`src/sv/szms_pkg.sv`:
```
// ----------------------------------------------------------------------------
// String zone map statistics package
// Shared widths, command and verdict codes, and the UTF-8 checker status.
// ----------------------------------------------------------------------------
package szms_pkg;

   localparam int PREFIX_BYTES_DEF = 8;
   localparam int PREFIX_W         = 64;
   localparam int LEN_W            = 32;

   // cmd codes
   localparam logic CMD_UPDATE = 1'b0;
   localparam logic CMD_QUERY  = 1'b1;

   // compare_op codes
   localparam logic [1:0] OP_EQ = 2'd0;
   localparam logic [1:0] OP_NE = 2'd1;
   localparam logic [1:0] OP_GT = 2'd2;
   localparam logic [1:0] OP_LT = 2'd3;

   // prune_verdict codes
   localparam logic [1:0] VERDICT_NONE  = 2'd0;
   localparam logic [1:0] VERDICT_FALSE = 2'd1;
   localparam logic [1:0] VERDICT_TRUE  = 2'd2;

   // UTF-8 lead byte classes that narrow the next continuation byte
   localparam logic [2:0] LEAD_ANY = 3'd0;
   localparam logic [2:0] LEAD_E0  = 3'd1;
   localparam logic [2:0] LEAD_ED  = 3'd2;
   localparam logic [2:0] LEAD_F0  = 3'd3;
   localparam logic [2:0] LEAD_F4  = 3'd4;

   // register byte addresses
   localparam logic [1:0] ADDR_IS_VARCHAR = 2'd0;

   // UTF-8 status of the current string, including the byte being fed
   typedef struct packed {
      logic pending;     // inside a multi-byte sequence
      logic invalid;
      logic non_ascii;
   } utf8_status_type;

endpackage

```
`src/sv/szms_utf8.sv`:
```
// ----------------------------------------------------------------------------
// UTF-8 checker
// Strict UTF-8 validation of one string, one byte per beat.
// ----------------------------------------------------------------------------
module szms_utf8 (
   input  logic                      clock,
   input  logic                      reset,
   input  logic                      feed,       // byte present on this beat
   input  logic                      clear,      // string ends on this beat
   input  logic [7:0]                data_byte,
   output szms_pkg::utf8_status_type status      // status after this byte
);

   logic [1:0] pending_ff,   pending_in;
   logic [2:0] lead_ff,      lead_in;
   logic       non_ascii_ff, non_ascii_in;
   logic       invalid_ff,   invalid_in;
   logic [7:0] lo;
   logic [7:0] hi;

   always_comb begin
      pending_in   = pending_ff;
      lead_in      = lead_ff;
      non_ascii_in = non_ascii_ff;
      invalid_in   = invalid_ff;
      lo           = 8'h80;
      hi           = 8'hBF;
      case (lead_ff)
         szms_pkg::LEAD_E0: lo = 8'hA0;
         szms_pkg::LEAD_ED: hi = 8'h9F;
         szms_pkg::LEAD_F0: lo = 8'h90;
         szms_pkg::LEAD_F4: hi = 8'h8F;
         default: ;
      endcase
      if (feed) begin
         if (pending_ff == 2'd0) begin
            if (data_byte[7]) begin
               non_ascii_in = 1'b1;
               case (data_byte) inside
                  [8'hC2:8'hDF]: begin
                     pending_in = 2'd1;
                     lead_in    = szms_pkg::LEAD_ANY;
                  end
                  8'hE0: begin
                     pending_in = 2'd2;
                     lead_in    = szms_pkg::LEAD_E0;
                  end
                  8'hED: begin
                     pending_in = 2'd2;
                     lead_in    = szms_pkg::LEAD_ED;
                  end
                  [8'hE1:8'hEF]: begin
                     pending_in = 2'd2;
                     lead_in    = szms_pkg::LEAD_ANY;
                  end
                  8'hF0: begin
                     pending_in = 2'd3;
                     lead_in    = szms_pkg::LEAD_F0;
                  end
                  [8'hF1:8'hF3]: begin
                     pending_in = 2'd3;
                     lead_in    = szms_pkg::LEAD_ANY;
                  end
                  8'hF4: begin
                     pending_in = 2'd3;
                     lead_in    = szms_pkg::LEAD_F4;
                  end
                  default: invalid_in = 1'b1;
               endcase
            end
         end else begin
            if (data_byte < lo || data_byte > hi) begin
               invalid_in = 1'b1;
               pending_in = 2'd0;
            end else begin
               pending_in = pending_ff - 2'd1;
            end
            lead_in = szms_pkg::LEAD_ANY;
         end
      end
   end

   assign status.pending   = (pending_in != 2'd0);
   assign status.invalid   = invalid_in;
   assign status.non_ascii = non_ascii_in;

   always_ff @(posedge clock) begin
      if (reset || clear) begin
         pending_ff   <= 2'd0;
         lead_ff      <= szms_pkg::LEAD_ANY;
         non_ascii_ff <= 1'b0;
         invalid_ff   <= 1'b0;
      end else begin
         pending_ff   <= pending_in;
         lead_ff      <= lead_in;
         non_ascii_ff <= non_ascii_in;
         invalid_ff   <= invalid_in;
      end
   end

endmodule

```
`src/sv/string_zonemap_statistics_unit.sv`:
```
// ----------------------------------------------------------------------------
// String zone map statistics unit
// Running min/max string prefixes, max length and UTF-8 analysis, with
// prune verdicts for zone map queries; strings stream in one byte per beat.
// ----------------------------------------------------------------------------
//  channel  dir  handshake                  payload
//  req      in   req_tvalid/req_tready      tdata: data_byte, has_byte
//                                           tuser: cmd, compare_op; tlast
//  rsp      out  rsp_tvalid/rsp_tready      tdata: verdict and statistics
//  csr      in   APB write/read, pready=1   is_varchar at byte address 0
//
// One byte beat per cycle, sustained. A beat is registered on accept and
// worked from that register into the state and, on a last beat, into
// the result register; rsp_tvalid rises as the result register loads.
// A full result register stalls only last beats; reset is synchronous and
// restores the statistics at once, with no clearing pass.
module string_zonemap_statistics_unit #(
   parameter int PREFIX_BYTES = szms_pkg::PREFIX_BYTES_DEF
) (
   input  logic         clock,
   input  logic         reset,
   // request
   input  logic         req_tvalid,
   output logic         req_tready,
   input  logic [15:0]  req_tdata,   // [7:0] data_byte, [8] has_byte, [15:9] zero
   input  logic [2:0]   req_tuser,   // [0] cmd, [2:1] compare_op
   input  logic         req_tlast,   // last_byte
   // response
   output logic         rsp_tvalid,
   input  logic         rsp_tready,
   output logic [167:0] rsp_tdata,   // [1:0] prune_verdict, [65:2] min_prefix_out,
                                     // [129:66] max_prefix_out, [161:130] max_length_out,
                                     // [162] unicode_seen, [163] invalid_utf8,
                                     // [167:164] zero
   // configuration
   input  logic         csr_psel,
   input  logic         csr_penable,
   input  logic         csr_pwrite,
   input  logic [1:0]   csr_paddr,
   input  logic [31:0]  csr_pwdata,
   output logic [31:0]  csr_prdata,
   output logic         csr_pready
);

   localparam int PW = szms_pkg::PREFIX_W;
   localparam int LW = szms_pkg::LEN_W;

   // byte i of the prefix is covered when i < n
   function automatic logic [PW-1:0] top_mask(input logic [3:0] n);
      logic [PW-1:0] m;
      m = '0;
      for (int i = 0; i < 8; i++) begin
         m[PW-1-8*i -: 8] = (4'(i) < n) ? 8'hFF : 8'h00;
      end
      return m;
   endfunction

   // ---------------- configuration ----------------
   logic is_varchar_ff;

   assign csr_pready = 1'b1;
   assign csr_prdata = (csr_paddr == szms_pkg::ADDR_IS_VARCHAR) ?
                       {31'd0, is_varchar_ff} : 32'd0;

   always_ff @(posedge clock) begin
      if (reset) begin
         is_varchar_ff <= 1'b1;
      end else if (csr_psel && csr_penable && csr_pwrite && csr_pready &&
                   csr_paddr == szms_pkg::ADDR_IS_VARCHAR) begin
         is_varchar_ff <= csr_pwdata[0];
      end
   end

   // ---------------- input register ----------------
   logic       s1_valid_ff;
   logic [7:0] s1_byte_ff;
   logic       s1_has_ff;
   logic       s1_last_ff;
   logic       s1_cmd_ff;
   logic [1:0] s1_op_ff;
   logic       out_free;
   logic       advance;
   logic       out_load;

   assign out_free   = !rsp_tvalid || rsp_tready;
   assign advance    = s1_valid_ff && (!s1_last_ff || out_free);
   assign out_load   = advance && s1_last_ff;
   assign req_tready = !s1_valid_ff || advance;

   always_ff @(posedge clock) begin
      if (reset) begin
         s1_valid_ff <= 1'b0;
      end else if (req_tready) begin
         s1_valid_ff <= req_tvalid;
      end
      if (req_tready && req_tvalid) begin
         s1_byte_ff <= req_tdata[7:0];
         s1_has_ff  <= req_tdata[8];
         s1_last_ff <= req_tlast;
         s1_cmd_ff  <= req_tuser[0];
         s1_op_ff   <= req_tuser[2:1];
      end
   end

   // ---------------- current string ----------------
   logic [PW-1:0] cur_prefix_ff, cur_prefix_in;
   logic [LW-1:0] cur_len_ff,    cur_len_in;
   szms_pkg::utf8_status_type utf8_st;

   szms_utf8 u_utf8 (
      .clock     (clock),
      .reset     (reset),
      .feed      (advance && s1_has_ff),
      .clear     (out_load),
      .data_byte (s1_byte_ff),
      .status    (utf8_st)
   );

   always_comb begin
      cur_prefix_in = cur_prefix_ff;
      cur_len_in    = cur_len_ff;
      if (s1_has_ff) begin
         if (cur_len_ff < LW'(PREFIX_BYTES)) begin
            cur_prefix_in = cur_prefix_ff |
                            ({s1_byte_ff, {(PW-8){1'b0}}} >> {cur_len_ff[2:0], 3'b000});
         end
         if (cur_len_ff != '1) begin
            cur_len_in = cur_len_ff + LW'(1);
         end
      end
   end

   always_ff @(posedge clock) begin
      if (reset || out_load) begin
         cur_prefix_ff <= '0;
         cur_len_ff    <= '0;
      end else if (advance) begin
         cur_prefix_ff <= cur_prefix_in;
         cur_len_ff    <= cur_len_in;
      end
   end

   // ---------------- statistics and verdict ----------------
   logic [PW-1:0] min_ff, min_in;
   logic [PW-1:0] max_ff, max_in;
   logic [LW-1:0] max_len_ff, max_len_in;
   logic          unicode_ff, unicode_in;
   logic          invalid;
   logic [1:0]    verdict;
   logic [3:0]    q_bytes;
   logic [PW-1:0] q_mask;
   logic          below_min;
   logic          above_max;

   always_comb begin
      min_in     = min_ff;
      max_in     = max_ff;
      max_len_in = max_len_ff;
      unicode_in = unicode_ff;
      invalid    = 1'b0;
      verdict    = szms_pkg::VERDICT_NONE;
      q_bytes    = (cur_len_in < LW'(PREFIX_BYTES)) ? cur_len_in[3:0] : 4'(PREFIX_BYTES);
      q_mask     = top_mask(q_bytes);
      below_min  = (cur_prefix_in & q_mask) < (min_ff & q_mask);
      above_max  = (cur_prefix_in & q_mask) > (max_ff & q_mask);
      if (s1_cmd_ff == szms_pkg::CMD_UPDATE) begin
         if (cur_prefix_in < min_ff) min_in = cur_prefix_in;
         if (cur_prefix_in > max_ff) max_in = cur_prefix_in;
         if (cur_len_in > max_len_ff) max_len_in = cur_len_in;
         if (is_varchar_ff && !unicode_ff) begin
            if (utf8_st.invalid || utf8_st.pending) invalid = 1'b1;
            else if (utf8_st.non_ascii) unicode_in = 1'b1;
         end
      end else begin
         case (s1_op_ff)
            szms_pkg::OP_EQ:
               verdict = (below_min || above_max) ? szms_pkg::VERDICT_FALSE
                                                  : szms_pkg::VERDICT_NONE;
            szms_pkg::OP_NE:
               verdict = (below_min || above_max) ? szms_pkg::VERDICT_TRUE
                                                  : szms_pkg::VERDICT_NONE;
            szms_pkg::OP_GT:
               verdict = above_max ? szms_pkg::VERDICT_FALSE : szms_pkg::VERDICT_NONE;
            default:
               verdict = below_min ? szms_pkg::VERDICT_FALSE : szms_pkg::VERDICT_NONE;
         endcase
      end
   end

   always_ff @(posedge clock) begin
      if (reset) begin
         min_ff     <= top_mask(4'(PREFIX_BYTES));
         max_ff     <= '0;
         max_len_ff <= '0;
         unicode_ff <= 1'b0;
      end else if (out_load) begin
         min_ff     <= min_in;
         max_ff     <= max_in;
         max_len_ff <= max_len_in;
         unicode_ff <= unicode_in;
      end
   end

   // ---------------- result register ----------------
   logic          rsp_valid_ff;
   logic [1:0]    rsp_verdict_ff;
   logic [PW-1:0] rsp_min_ff;
   logic [PW-1:0] rsp_max_ff;
   logic [LW-1:0] rsp_len_ff;
   logic          rsp_unicode_ff;
   logic          rsp_invalid_ff;

   always_ff @(posedge clock) begin
      if (reset) begin
         rsp_valid_ff <= 1'b0;
      end else if (out_load) begin
         rsp_valid_ff <= 1'b1;
      end else if (rsp_tready) begin
         rsp_valid_ff <= 1'b0;
      end
      if (out_load) begin
         rsp_verdict_ff <= verdict;
         rsp_min_ff     <= min_in;
         rsp_max_ff     <= max_in;
         rsp_len_ff     <= max_len_in;
         rsp_unicode_ff <= unicode_in;
         rsp_invalid_ff <= invalid;
      end
   end

   assign rsp_tvalid = rsp_valid_ff;
   assign rsp_tdata  = {4'd0, rsp_invalid_ff, rsp_unicode_ff, rsp_len_ff,
                        rsp_max_ff, rsp_min_ff, rsp_verdict_ff};

`ifndef SYNTHESIS
   // a query never moves the statistics
   a_query_keeps_stats: assert property (@(posedge clock) disable iff (reset)
      out_load && s1_cmd_ff == szms_pkg::CMD_QUERY |=> $stable(min_ff) && $stable(max_ff)
                                                        && $stable(max_len_ff))
      else $error("query beat changed the statistics");

   // an empty current string has an empty prefix
   a_empty_prefix: assert property (@(posedge clock) disable iff (reset)
      cur_len_ff == '0 |-> cur_prefix_ff == '0)
      else $error("prefix bits set with zero length");

   // a result flagged invalid comes from an update and carries no verdict
   a_invalid_update: assert property (@(posedge clock) disable iff (reset)
      rsp_valid_ff && rsp_invalid_ff |-> rsp_verdict_ff == szms_pkg::VERDICT_NONE)
      else $error("invalid_utf8 set on a query result");
`endif

endmodule

```
`config.mk`:
```
export PLATFORM = sky130hd
export DESIGN_NAME = string_zonemap_statistics_unit
export DESIGN_NICKNAME = d
export VERILOG_FILES = /design/src/sv/szms_pkg.sv /design/src/sv/szms_utf8.sv /design/src/sv/string_zonemap_statistics_unit.sv
export SDC_FILE = /design/constraint.sdc
export NUM_CORES = 1
export LEC_CHECK = 0
export BUFFER_PORTS_ARGS = -buffer_cell sky130_fd_sc_hd__buf_2
export CORE_ASPECT_RATIO = 1.2
export CORE_MARGIN = 1.5
export CORE_UTILIZATION = 52
export CTS_CLUSTER_SIZE = 25
export DETAILED_ROUTE_END_ITERATION = 6
export GPL_ROUTABILITY_DRIVEN = 0
export PLACE_DENSITY = 0.69
export SLEW_MARGIN = 25
export SYNTH_ARGS = -nofsm -noshare
export SYNTH_HDL_FRONTEND = slang
export SYNTH_HIERARCHICAL = 1
export SYNTH_SLANG_ARGS = --single-unit
```
`constraint.sdc`:
```
create_clock -name clock -period 8.3 [get_ports clock]
set_input_delay 0.415 -clock clock [delete_from_list [all_inputs] [get_ports clock]]
set_output_delay 0.415 -clock clock [all_outputs]
set_load 0.01 [all_outputs]
```
==> results.py <==
metrics = {
    "outcome": {
        "outcome": "completed",
    },
    "synth": {
        "yosysWarnings": 6,
        "yosysMostFrequentCell": "nor2_1",
        "ys_seq_area_share_pct": 39.9,
        "synth_compound_area_share_pct": 15.0,
        "ys_top_cells_by_count": "nor2_1 (461), ha_1 (283), dfxtp_1 (267)",
        "syn_area_per_cell_sq_um": 8.86,
        "synth_xor_area_share_pct": 1.63,
        "synth_top_family_by_area": "simple AND/OR/NAND/NOR gates",
        "synthCells": 3018,
        "ys_seq_elements": 444,
        "synthTopCellsByArea": "dfxtp_1 (20%), edfxtp_1 (20%), ha_1 (13%)",
        "synth_ff_type": "dfxtp_1",
        "synthAdderAreaFrac_pct": 13.2,
        "synth_mux_area_share_pct": 5.61,
        "yosysTopAreaCellShare_pct": 20.0,
        "ys_types": 91,
        "synthSimpleGateAreaFrac_pct": 17.8,
        "synth_top_cell_by_area": "dfxtp_1",
        "synth_edf_count": 177,
        "synth.cell_area_sq_um": 26700,
        "ys_async_sr_fraction_pct": 0,
    },
    "sta": {
        "min_period_over_period_pct": 88.8,
        "fin_crit_ps": 7370,
        "setup_tns_ps": 0,
        "rsz0062_at_grt": "false",
        "setup_slack_ps": 927,
        "finalHoldViolCount": 0,
        "fmax_ghz": 0.136,
        "fin_skew_ps": 12.7,
        "max_slew_margin_pct": 34.7,
        "finalSetupViolCount": 0,
        "worst_slew_pin_slew_ps": 978,
        "maxSlewViolCount": 0,
    },
    "route": {
        "vias": 22200,
        "viasPerCell": 5.78,
        "antenna_left": 0,
        "first_iter_violations": 1373,
        "first_pass_iters": 6,
        "wire_per_inst_microns": 18.5,
        "wl_mm": 71.2,
        "drc_errors": 0,
    },
    "clock_network": {
        "cts.clk_slew.worst_paths_ps": 60,
        "h-tree-depth": 2,
        "cts_made_buffers": 46,
        "cts_tree": "done",
        "clockRootBuffer": "clkbuf_16",
        "cts.path.max_buffers": 3,
        "cts_sinks": 444,
        "clk_latency_ps": 590,
    },
    "floorplanning": {
        "rows": 90,
        "die_area_sq_um": 52800,
        "die_h_microns": 251,
        "pin_count": 264,
        "die_x_microns": 210,
        "start_util_pct": 52.9,
        "coreArea_sq_um": 50600,
    },
    "grt": {
        "grt_pass1_wl_mm": 112,
        "grt_usage_pct": 26.4,
        "grt_overflow": 0,
        "grt_max_degree": 129,
        "grt_antenna_before_repair": 1,
        "grt_pass1_vias": 21300,
    },
    "hold_path": {
        "min_path_type": "input pin to flop",
    },
    "critical_path": {
        "crit_type": "flop to flop",
        "rrSetupSlack_ps": 930,
        "crit_arrival_ps": 7710,
        "startpoint_type": "flop",
        "cp.required_ps": 8640,
        "critPathMaxFanout": 11,
        "endpoint_kind": "flop",
    },
    "final_layout": {
        "antenna_cells": 0,
        "layout.nets": 3502,
        "area_delta_synth_final_pct": 11.2,
        "drive_gt1_share_pct": 11.4,
    },
    "placed_design": {
        "post-place-ws_ps": 1080,
        "numPortBuffers": 189,
        "dpl.hpwl_mm": 52.1,
    },
    "job": {
        "drv_cap": 0,
    },
    "power_and_ir_drop": {
        "p_leak_nw": 14.0,
        "vdd_drop_max_mv": 0.174,
        "power_density_nw_per_um2": 186,
    },
}
[cell usage in the layout, fill, tap and decap left out, types with 54 or more instances in the layout]
| cell | netlist | layout |
|---|---|---|
| nor2_1 | 461 | 461 |
| ha_1 | 283 | 283 |
| dfxtp_1 | 267 | 267 |
| nand2_1 | 254 | 254 |
| inv_1 | 238 | 238 |
| buf_2 | 25 | 188 |
| edfxtp_1 | 177 | 177 |
| a21oi_1 | 165 | 165 |
| o21ai_0 | 152 | 151 |
| mux2i_1 | 141 | 141 |
| a21o_1 | 106 | 106 |
| a211oi_1 | 99 | 99 |
| nand4_1 | 73 | 73 |
| nor3_1 | 54 | 54 |
[flip-flops by register name, indices dropped and copies added, names as in the netlist, 2 cells and up]
name,cells
cur_prefix_ff,64
cur_len_ff,32
u_utf8/pending_ff,2
min_ff,64
s1_byte_ff,8
rsp_len_ff,32
max_ff,64
rsp_max_ff,64
u_utf8/lead_ff,3
s1_op_ff,2
rsp_min_ff,64
rsp_verdict_ff,2
max_len_ff,32
[area by class of cell]
| cell class | count | area, sq um |
|---|---|---|
| sequential | 444 | 10700 |
| timing repair buffer | 248 | 1450 |
| clock buffer | 69 | 1330 |
| fill | 4362 | 20800 |
| multi-input combinational | 2178 | 14400 |
| tap | 644 | 806 |
| clock inverter | 16 | 159 |
| inverter | 240 | 901 |
[routing by layer]
layer,vias to the layer above,GRT usage (%),routed length [microns]
li1,10800,-,-
met1,10500,33.1,30000
met2,676,45.8,34500
met3,178,3.55,3720
met4,2,11.0,2920
met5,-,0,15
[report_power, final]
group / internal [W] / leakage [nW] / switching (W) / total (W)
Combinational: 0.000351 / 9.45 / 0.000693 / 0.00104
Sequential: 0.00237 / 3.83 / 0.0000547 / 0.00242
Clock: 0.00120 / 0.732 / 0.000875 / 0.00207
[stage by stage]
step | total power (W) | area [sq um] | hold WS [ps] | util (%) | cells
2_1_floorplan | 0.00320 | 26900 | 450 | - | 3052
3_3_place_gp | 0.00347 | 28100 | 469 | 55.6 | 3742
3_5_place_dp | 0.00349 | 28100 | 480 | 55.6 | 3742
4_1_cts | 0.00557 | 29700 | 23.9 | 58.8 | 3839
5_1_grt | 0.00578 | 29700 | 31.3 | 58.8 | 3839
6_report | 0.00554 | 29700 | 33.6 | 58.8 | 3839
[kinds of logic after synthesis]
| kind of cell | Yosys count |
|---|---|
| AOI/OAI and AO/OA | 630 |
| xor gates and xnor gates | 49 |
| adders and majority gates | 283 |
| buffers and inverters | 430 |
| DFF | 444 |
| muxes | 149 |
| other | 2 |
| and+or+nand+nor | 1031 |
[critical path, cell delays in order, from the launching register on]
cell and delay, ps:
dfxtp_1 410, ha_1 350, nand2_1 270, nor4_4 80, a31oi_1 690, buf_4 280
nand4_1 130, xnor2_1 270, nor4b_2 500, nand4b_4 200, nor2_4 300, nand2_1 180
nor2_2 330, nor2_1 120, ha_1 340, nand4_1 150, nor3_1 400, nand4_1 200
nor3_1 300, nand2_1 180, nor3_1 470, nand4_1 280, o41a_1 500, o211ai_1 90
o21ai_1 80
[worst paths after layout]
kind,from,to,cells past startpoint
worst min-delay path,req_tdata[1],s1_byte_ff[1],1
worst max-delay path,cur_len_ff[0],rsp_verdict_ff[0],24
worst max register to register,cur_len_ff[0],rsp_verdict_ff[0],24
worst min register to register,cur_prefix_ff[8],cur_prefix_ff[8],2
[timing repair]
action | 4_1_cts | 5_1_grt
setup buffers | 0 | 0
hold buffers | 12 | 0
hold endpoints to repair | 12 | 0
gates resized for setup | 0 | 0
No activity file was read; power rests on OpenSTA's default activity.
